$ cat config.mk
export PLATFORM = sky130hd
export DESIGN_NAME = sqv_front_flat
export DESIGN_NICKNAME = d
export VERILOG_FILES = /design/src/sqv_pkg.sv /design/src/sqv_if.sv /design/src/sqv_front.sv /design/src/flat_wrapper.sv
export SDC_FILE = /design/constraint.sdc
export NUM_CORES = 2
export LEC_CHECK = 0
export BUFFER_PORTS_ARGS = -buffer_cell sky130_fd_sc_hd__buf_2
export CAP_MARGIN = 20
export CORE_MARGIN = 3
export CORE_UTILIZATION = 35
export DETAILED_ROUTE_END_ITERATION = 8
export PLACE_DENSITY_LB_ADDON = 0.05
export SYNTH_ARGS = -nofsm -noshare
export SYNTH_HDL_FRONTEND = slang
export SYNTH_SLANG_ARGS = --single-unit
$ cat constraint.sdc
create_clock -name clk -period 8.2 [get_ports clk]
set_input_delay 0.41 -clock clk [delete_from_list [all_inputs] [get_ports clk]]
set_output_delay 0.41 -clock clk [all_outputs]
set_load 0.01 [all_outputs]
$ cat src/sqv_pkg.sv
`default_nettype none
package sqv_pkg;

	localparam int FRAC_BITS       = 8;
	localparam int TRIG_BITS       = 14;
	localparam int CORDIC_STEPS    = 14;
	localparam int STEPS_PER_STAGE = 2;
	localparam int CORDIC_STAGES   = CORDIC_STEPS / STEPS_PER_STAGE;
	localparam int GAIN_START      = 9949;
	localparam int INSET           = (75 * (1 << FRAC_BITS) + 5000) / 10000;
	localparam int ROUND_SHIFT     = TRIG_BITS - FRAC_BITS;
	localparam logic [12:0] MAX_VERTICES = 13'd4096;
	localparam logic [20:0] TEX_MAX      = 21'h1FFFFF;
	localparam logic [1:0]  CORNER_LAST  = 2'd3;

	typedef logic signed [17:0] trig_t;
	typedef logic signed [16:0] ang_t;

	// Sprite data after the setup stage, reduced to what the corners need.
	typedef struct packed {
		logic               oor;
		logic [11:0]        base;
		logic signed [15:0] pos_x;
		logic signed [15:0] pos_y;
		logic [20:0]        u0;
		logic [20:0]        u1;
		logic [20:0]        v0;
		logic [20:0]        v1;
		logic [31:0]        color;
		logic signed [24:0] bx;
		logic signed [24:0] by;
		logic signed [20:0] wx;
		logic signed [20:0] hy;
	} sprite_t;

	typedef struct packed {
		sprite_t spr;
		trig_t   x;
		trig_t   y;
		ang_t    t;
		logic    neg;
	} cord_t;

	typedef struct packed {
		sprite_t spr;
		trig_t   sin_v;
		trig_t   cos_v;
	} item_t;

	function automatic ang_t atan_unit(input int i);
		ang_t r;
		case (i)
			0: r = 17'sd8192;
			1: r = 17'sd4836;
			2: r = 17'sd2555;
			3: r = 17'sd1297;
			4: r = 17'sd651;
			5: r = 17'sd326;
			6: r = 17'sd163;
			7: r = 17'sd81;
			8: r = 17'sd41;
			9: r = 17'sd20;
			10: r = 17'sd10;
			11: r = 17'sd5;
			12: r = 17'sd3;
			default: r = 17'sd1;
		endcase
		return r;
	endfunction

endpackage
`default_nettype wire

$ cat src/sqv_if.sv
`default_nettype none
interface sqv_sprite_if;
	logic        valid;
	logic        ready;
	logic [9:0]  slot;
	logic [15:0] pos_x;
	logic [15:0] pos_y;
	logic [11:0] tex_left;
	logic [11:0] tex_top;
	logic [11:0] tex_width;
	logic [11:0] tex_height;
	logic [15:0] scale_xy;
	logic [15:0] origin_x;
	logic [15:0] origin_y;
	logic [15:0] angle;
	logic [31:0] color;

	modport source (output valid, slot, pos_x, pos_y, tex_left, tex_top, tex_width,
		tex_height, scale_xy, origin_x, origin_y, angle, color, input ready);
	modport sink (input valid, slot, pos_x, pos_y, tex_left, tex_top, tex_width,
		tex_height, scale_xy, origin_x, origin_y, angle, color, output ready);
endinterface

`default_nettype wire

$ cat src/sqv_front.sv
`default_nettype none
module sqv_front
	import sqv_pkg::*;
(
	input  wire logic        clk,
	input  wire logic        arst_n,
	input  wire logic        en,
	input  wire logic [12:0] cap,
	sqv_sprite_if.sink       sprite,
	output logic             item_valid,
	output item_t            item
);

	logic [CORDIC_STAGES:0] valid_s;
	cord_t                  cord_s [CORDIC_STAGES+1];
	cord_t                  setup;

	logic signed [7:0]  sx, sy;
	logic signed [16:0] nox, noy;
	logic [12:0]        usum, vsum;
	logic signed [22:0] u1w, v1w;
	logic signed [15:0] ang16;
	ang_t               t0;

	assign sprite.ready = en;

	// Setup: scales, texture rectangle, capacity check and angle folding.
	always_comb begin
		sx    = $signed(sprite.scale_xy[7:0]);
		sy    = $signed(sprite.scale_xy[15:8]);
		nox   = -$signed({sprite.origin_x[15], sprite.origin_x});
		noy   = -$signed({sprite.origin_y[15], sprite.origin_y});
		usum  = {1'b0, sprite.tex_left} + {1'b0, sprite.tex_width};
		vsum  = {1'b0, sprite.tex_top} + {1'b0, sprite.tex_height};
		u1w   = $signed({2'b00, usum, 8'h00}) - 23'(INSET);
		v1w   = $signed({2'b00, vsum, 8'h00}) - 23'(INSET);
		ang16 = $signed(sprite.angle);
		t0    = {ang16[15], ang16};
		setup = '0;
		setup.spr.oor   = ({1'b0, sprite.slot, 2'b00} >= cap);
		setup.spr.base  = {sprite.slot, 2'b00};
		setup.spr.pos_x = $signed(sprite.pos_x);
		setup.spr.pos_y = $signed(sprite.pos_y);
		setup.spr.u0    = {1'b0, sprite.tex_left, 8'h00} + 21'(INSET);
		setup.spr.v0    = {1'b0, sprite.tex_top, 8'h00} + 21'(INSET);
		setup.spr.u1    = (u1w < 0) ? 21'd0 : u1w[20:0];
		setup.spr.v1    = (v1w < 0) ? 21'd0 : v1w[20:0];
		setup.spr.color = sprite.color;
		setup.spr.bx    = nox * sx;
		setup.spr.by    = noy * sy;
		setup.spr.wx    = $signed({1'b0, sprite.tex_width}) * sx;
		setup.spr.hy    = $signed({1'b0, sprite.tex_height}) * sy;
		setup.x         = 18'(GAIN_START);
		setup.y         = '0;
		setup.neg       = 1'b0;
		setup.t         = t0;
		if (t0 > 17'sd16384) begin
			setup.t   = t0 - 17'sd32768;
			setup.neg = 1'b1;
		end else if (t0 < -17'sd16384) begin
			setup.t   = t0 + 17'sd32768;
			setup.neg = 1'b1;
		end
	end

	always_ff @(posedge clk or negedge arst_n) begin
		if (!arst_n) begin
			valid_s[0] <= 1'b0;
		end else if (en) begin
			valid_s[0] <= sprite.valid;
		end
	end

	always_ff @(posedge clk) begin
		if (en) begin
			cord_s[0] <= setup;
		end
	end

	// Rotation stages, two CORDIC iterations each.
	for (genvar g = 0; g < CORDIC_STAGES; g++) begin : g_cordic
		cord_t nxt;

		always_comb begin
			trig_t dx, dy;
			nxt = cord_s[g];
			for (int j = 0; j < STEPS_PER_STAGE; j++) begin
				dx = nxt.y >>> (g * STEPS_PER_STAGE + j);
				dy = nxt.x >>> (g * STEPS_PER_STAGE + j);
				if (nxt.t >= 0) begin
					nxt.x = nxt.x - dx;
					nxt.y = nxt.y + dy;
					nxt.t = nxt.t - atan_unit(g * STEPS_PER_STAGE + j);
				end else begin
					nxt.x = nxt.x + dx;
					nxt.y = nxt.y - dy;
					nxt.t = nxt.t + atan_unit(g * STEPS_PER_STAGE + j);
				end
			end
		end

		always_ff @(posedge clk or negedge arst_n) begin
			if (!arst_n) begin
				valid_s[g+1] <= 1'b0;
			end else if (en) begin
				valid_s[g+1] <= valid_s[g];
			end
		end

		always_ff @(posedge clk) begin
			if (en) begin
				cord_s[g+1] <= nxt;
			end
		end
	end

	always_comb begin
		item_valid = valid_s[CORDIC_STAGES];
		item.spr   = cord_s[CORDIC_STAGES].spr;
		item.cos_v = cord_s[CORDIC_STAGES].neg ? -cord_s[CORDIC_STAGES].x
			: cord_s[CORDIC_STAGES].x;
		item.sin_v = cord_s[CORDIC_STAGES].neg ? -cord_s[CORDIC_STAGES].y
			: cord_s[CORDIC_STAGES].y;
	end

endmodule
`default_nettype wire

$ cat src/flat_wrapper.sv
// flat-port wrapper written by rule: the top's interface ports become plain ports
module sqv_front_flat import sqv_pkg::*;
  (clk, arst_n, en, cap, item_valid, item, sprite_valid, sprite_slot, sprite_pos_x, sprite_pos_y, sprite_tex_left, sprite_tex_top, sprite_tex_width, sprite_tex_height, sprite_scale_xy, sprite_origin_x, sprite_origin_y, sprite_angle, sprite_color, sprite_ready);
  sqv_sprite_if sprite_i ();
  input  wire logic clk;
  input  wire logic arst_n;
  input  wire logic en;
  input  wire logic [12:0] cap;
  output logic item_valid;
  output item_t item;
  input wire logic [$bits(sprite_i.valid)-1:0] sprite_valid;
  input wire logic [$bits(sprite_i.slot)-1:0] sprite_slot;
  input wire logic [$bits(sprite_i.pos_x)-1:0] sprite_pos_x;
  input wire logic [$bits(sprite_i.pos_y)-1:0] sprite_pos_y;
  input wire logic [$bits(sprite_i.tex_left)-1:0] sprite_tex_left;
  input wire logic [$bits(sprite_i.tex_top)-1:0] sprite_tex_top;
  input wire logic [$bits(sprite_i.tex_width)-1:0] sprite_tex_width;
  input wire logic [$bits(sprite_i.tex_height)-1:0] sprite_tex_height;
  input wire logic [$bits(sprite_i.scale_xy)-1:0] sprite_scale_xy;
  input wire logic [$bits(sprite_i.origin_x)-1:0] sprite_origin_x;
  input wire logic [$bits(sprite_i.origin_y)-1:0] sprite_origin_y;
  input wire logic [$bits(sprite_i.angle)-1:0] sprite_angle;
  input wire logic [$bits(sprite_i.color)-1:0] sprite_color;
  output wire logic [$bits(sprite_i.ready)-1:0] sprite_ready;
  assign sprite_i.valid = sprite_valid;
  assign sprite_i.slot = sprite_slot;
  assign sprite_i.pos_x = sprite_pos_x;
  assign sprite_i.pos_y = sprite_pos_y;
  assign sprite_i.tex_left = sprite_tex_left;
  assign sprite_i.tex_top = sprite_tex_top;
  assign sprite_i.tex_width = sprite_tex_width;
  assign sprite_i.tex_height = sprite_tex_height;
  assign sprite_i.scale_xy = sprite_scale_xy;
  assign sprite_i.origin_x = sprite_origin_x;
  assign sprite_i.origin_y = sprite_origin_y;
  assign sprite_i.angle = sprite_angle;
  assign sprite_i.color = sprite_color;
  assign sprite_ready = sprite_i.ready;
  sqv_front u_core (.clk(clk), .arst_n(arst_n), .en(en), .cap(cap), .sprite(sprite_i), .item_valid(item_valid), .item(item));
endmodule
==> Word level (Yosys, flattened, before mapping) <==
Memory sizes are Yosys's and may differ from the RTL's.
Index checks and enable logic that the tools add are counted.
{ "totals": {"ff_bits": 8, "latchBits": 0, "ram_bits": 2456, "rom_bits": 0, "input_bits": 203, "out_inout_bits": 291, "wordCells": 177, "memories": 1} }
{ "mem_list": {"columns": ["name", "depth", "word_bits", "read_ports", "rd_ports_with_merged_regs", "write_ports", "line", "text"], "rows": [
  ["u_core.cord_s", 8, 307, 8, 0, 8, "sqv_front.sv:15", "cord_t cord_s [CORDIC_STAGES+1];"]
]} }
{ "classes": {"add_sub_neg": 95, "n_mul": 4, "div": 0, "magnitude_cmp": 19, "eq_ne": 0, "n_shift": 0, "mux": 50, "bitwise_logic": 0, "reduce_logical": 0} }
{ "ops": {"columns": ["operator", "n"], "rows": [
  ["$mux W53", 14],
  ["$mux W17", 28],
  ["$add A17 B17 Y17", 14],
  ["$ge A17 B1 Y1 const B", 14],
  ["$sub A17 B17 Y17", 14],
  ["$mux W18", 4],
  ["$mul A17 B8 Y25", 2],
  ["$lt A22 B1 Y1 const B", 2],
  ["$sub A21 B2 Y22 const B", 2],
  ["$add A20 B2 Y21 const B", 2],
  ["$mul A13 B8 Y21", 2],
  ["$mux W21", 2],
  ["$add A18 B10 Y18", 2],
  ["$add A18 B11 Y18", 2],
  ["$add A18 B12 Y18", 2],
  ["$add A18 B13 Y18", 2],
  ["$add A18 B14 Y18", 2],
  ["$add A18 B15 Y18", 2],
  ["$add A18 B16 Y18", 2],
  ["$add A18 B17 Y18", 2],
  ["$add A18 B5 Y18", 2],
  ["$add A18 B6 Y18", 2],
  ["$add A18 B7 Y18", 2],
  ["$add A18 B8 Y18", 2],
  ["25 further kinds", 44]
]} }

==> Depth between registers and ports, before layout <==
An unclocked memory read counts as a cell.
{ "logic_depth": {"ltp_word": 9, "ltp_mapped": 30, "ltp_nobuf": 30} }

==> Worst setup path before layout <==
No wires, ideal clock.
{ "synth_timing": {"path_kind": "flip-flop to flip-flop", "startpoint": "memory u_core.cord_s[1][17] (netlist name)", "endpoint": "memory u_core.cord_s[1][342] (netlist name) (data pin)", "setup_ns": 0.265, "arrival_time_ns": 6.072, "required_ns": 7.935, "setup_slack_ns": 1.863, "path_stages_with_launch": 27, "n_path_buf": 2, "synth_period_minus_slack_ns": 6.337, "cell_sequence": "edfxtp_1 > clkbuf_1 > inv_1 > clkbuf_1 > nor2_1 > xnor2_1 > ha_1 > a211o_1 > a211oi_1 > o311ai_0 > a2111oi_0 > nor2_1 > xnor2_1 > nor4_1 > nand2_1 > nor3_1 > inv_1 > ha_1 > a21oi_1 > ha_1 > nand3_1 > o21ai_0 > a41o_1 > nor4_1 > o41ai_1 > xor2_1 > xnor2_1"} }
{ "synth_rtl": {"columns": ["item", "line"], "rows": [
  ["start, declared", "sqv_front.sv:15"]
]} }

==> flow_summary.yaml <==
route:
  drtIter0Drc: 3552
  remaining_drc_errors: 0
  route.antenna.remaining_nets: 0
  routed_wire_length_per_instance_um: 17.8
  drt_first_pass_iters: 5
  viasPerCell: 4.81
  vias_after_detailed_routing: 68946
  finalWirelength_um: 256000
die:
  chipWidth_um: 584
  placementRows: 211
  design.die.area_mm2: 0.341
  core_area_mm2: 0.331
  initial_core_utilization: 0.353
  top_level_ports: 494
  fp.dieH_um: 584
placed_design:
  detailed_place_hpwl_um: 189000
  gp_congestion: 0.848
  portBuffers: 471
yosys:
  post_synth_inst_count: 9210
  part_of_the_yosys_area_used_for_sequential_elements: 0.548
  synth.lib_cells_used.distinct: 94
  share_of_async_settable_or_async_resettable_flops_after_synthesis: 0.00375
  synthesis.yosys.warnings: 0
  mean_instance_size_in_the_synthesized_netlist_um2: 12.7
  syn_area_mm2: 0.117
  dominantRegCellSynth: "sky130_fd_sc_hd__edfxtp_1"
  postSynthRegisterBits: 2135
  synth-edff-count: 2127
sta:
  post-route-period-util: 0.885
  report.final.hold_viol_count: 0
  setup_tns_ns: 0
  timing.final.crit_period_ns: 7.26
  slew-limit-headroom: 0.331
  report.final.slew_viol_count: 0
  skew_ns: 0.0866
  setup-violations-final: 0
  setup_repair_after_global_routing_missed_its_margin: "false"
  fmax_mhz: 138
  transition_at_the_pin_with_the_smallest_max_transition_slack_ns: 0.988
grt:
  number_of_global_route_vias_before_repair: 70261
  grt_start_max_net_pins: 166
  global_route.usage.total: 0.147
  antenna_violations_before_repair: 10
  wire_length_of_the_first_global_routing_pass_um: 400000
  overflow: 0
run:
  max_cap_viol_count: 0
worst_setup_path:
  critical-path-slowest-cell: "sky130_fd_sc_hd__a2111oi_0"
  endpoint_kind: "flop"
  path_common_cell: "sky130_fd_sc_hd__ha_1"
  crit_path_max_incr_delay_ns: 0.59
  worstSetupPathType: "flop to flop"
  worst_ep_arrival_time_ns: 7.84
  path_max_fanout: 5
  setup.worst_path.start_class: "flop"
  critPathRequiredTime_ns: 8.78
cts:
  clock_tree_from_tritoncts: "yes"
  clk_path_buf_depth: 4
  clock_sink_count: 2135
  cts.reportedPaths.clkPinSlew_ns: 0.06
  root_buffer: "sky130_fd_sc_hd__clkbuf_16"
  tritoncts.num_buffers: 240
  clk_latency_ns: 0.89
  h_tree_depth_reported_by_cts: 4
final_layout:
  most_used_cells_in_the_layout_excluding_fill_and_tap_cells: "sky130_fd_sc_hd__edfxtp_1 (2,127), sky130_fd_sc_hd__ha_1 (879), sky130_fd_sc_hd__inv_1 (784)"
  num-fill-cells: 31143
  flow.area_growth_from_synthesis_pct: 13.0
  final_net_count: 11227
  final_core_util: 0.398
  drive_gt1_frac: 0.0979
  layout.cells.most_common: "sky130_fd_sc_hd__edfxtp_1"
min_path:
  min_path_type: "primary input to flop"
run_status:
  outcome: "completed"
-- registers in the layout (all words and copies together) (netlist names) --
register and count:
u_core.cord_s 2127, u_core.valid_s 7, u_core.item_valid 1
-- final cells by class --
class                      instances  area, µm²  area share
multi-input combinational       5944      47500       0.360
inverter                         786       2950      0.0223
timing repair buffer             662       4230      0.0321
clock buffer                     287       6180      0.0468
tap                             4366       5460      0.0414
clock inverter                   153       1550      0.0118
antenna                            6       15.0    0.000114
sequential                      2135      64100       0.485
-- worst max-delay path, delay by kind of cell, from the launching register on --
kind                       cells  cell delay [ns]
adders and majority gates      3             0.98
buffers and inverters          1             0.10
xor gates and xnor gates       4             0.66
DFF                            1             0.44
AOI/OAI and AO/OA              8             2.36
and+or+nand+nor                9             2.47
-- repair_timing --
| item | CTS | global route |
|---|---|---|
| buffers inserted | 0 | 0 |
| gates resized for setup | 0 | 0 |
| hold endpoints to repair | 165 | 0 |
| hold buffers | 122 | 0 |
-- metal layers --
metal  global-route usage  part of all wire  vias up
li1                     -                 -    34028
met1                0.193              0.45    33477
met2                0.256              0.49     1088
met3               0.0184             0.033      353
met4               0.0401             0.024        0
met5                    0                 0        -
-- cell families after synthesis --
group                      after synthesis  share of synthesized area
and+or+nand+nor                       2222                     0.0951
buffers and inverters                 1153                     0.0453
AOI/OAI and AO/OA                     1606                     0.0890
DFF                                   2135                      0.548
xor gates and xnor gates               805                     0.0606
muxes                                   32                    0.00288
adders and majority gates             1255                      0.159
other                                    2                  0.0000643
-- through the flow --
step | setup slack, ns | std cells | hold slack [ns] | area [µm²]
2_1_floorplan | 1.86 | 9232 | 0.114 | 117000
3_3_place_gp | 0.916 | 13770 | 0.261 | 123000
3_5_place_dp | 0.871 | 13771 | 0.265 | 123000
4_1_cts | 0.848 | 14333 | 0.00826 | 132000
5_1_grt | 0.368 | 14336 | 0.0576 | 132000
6_report | 0.940 | 14339 | 0.105 | 132000
-- worst paths after layout --
path / from / endpoint / slack [ns] / depth (start not counted)
worst max-delay path: u_core.cord_s[1][31] / u_core.cord_s[1][342] / 0.94 / 25
worst min-delay path: sprite_origin_y[0] / u_core.cord_s[0][96] / 0.11 / 2
worst max register to register: u_core.cord_s[1][31] / u_core.cord_s[1][342] / 0.94 / 25
worst min register to register: u_core.cord_s[0][999] / u_core.cord_s[1][78] / 0.37 / 0
max in group asynchronous: arst_n / u_core.valid_s[5] / 7.35 / 3
min in group asynchronous: arst_n / u_core.valid_s[0] / 0.57 / 3
-- synthesized netlist by cell type (all sizes together), types with 39 or more instances --
cell type	number	area (µm²)
and3	46	288
o21a	85	638
nand3	132	661
a21oi	443	2220
a211oi	42	325
nor3	174	871
xnor2	583	5110
and2	302	1890
ha	879	11000
o21ai	351	1760
o21bai	69	518
or3	79	499
edfxtp	2127	63900
buf	263	1950
clkbuf	104	392
nand2b	151	945
fa	376	7530
nand2	536	2010
nor2	501	1880
nor2b	98	613
o31ai	77	592
a21boi	47	353
a31oi	50	319
a21o	177	1330
o211ai	39	293
xor2	220	1930
inv	784	2940
Power is left out: the tool's default activity adds up to more than one toggle a clock period on the data nets, which glitch-free logic cannot reach.
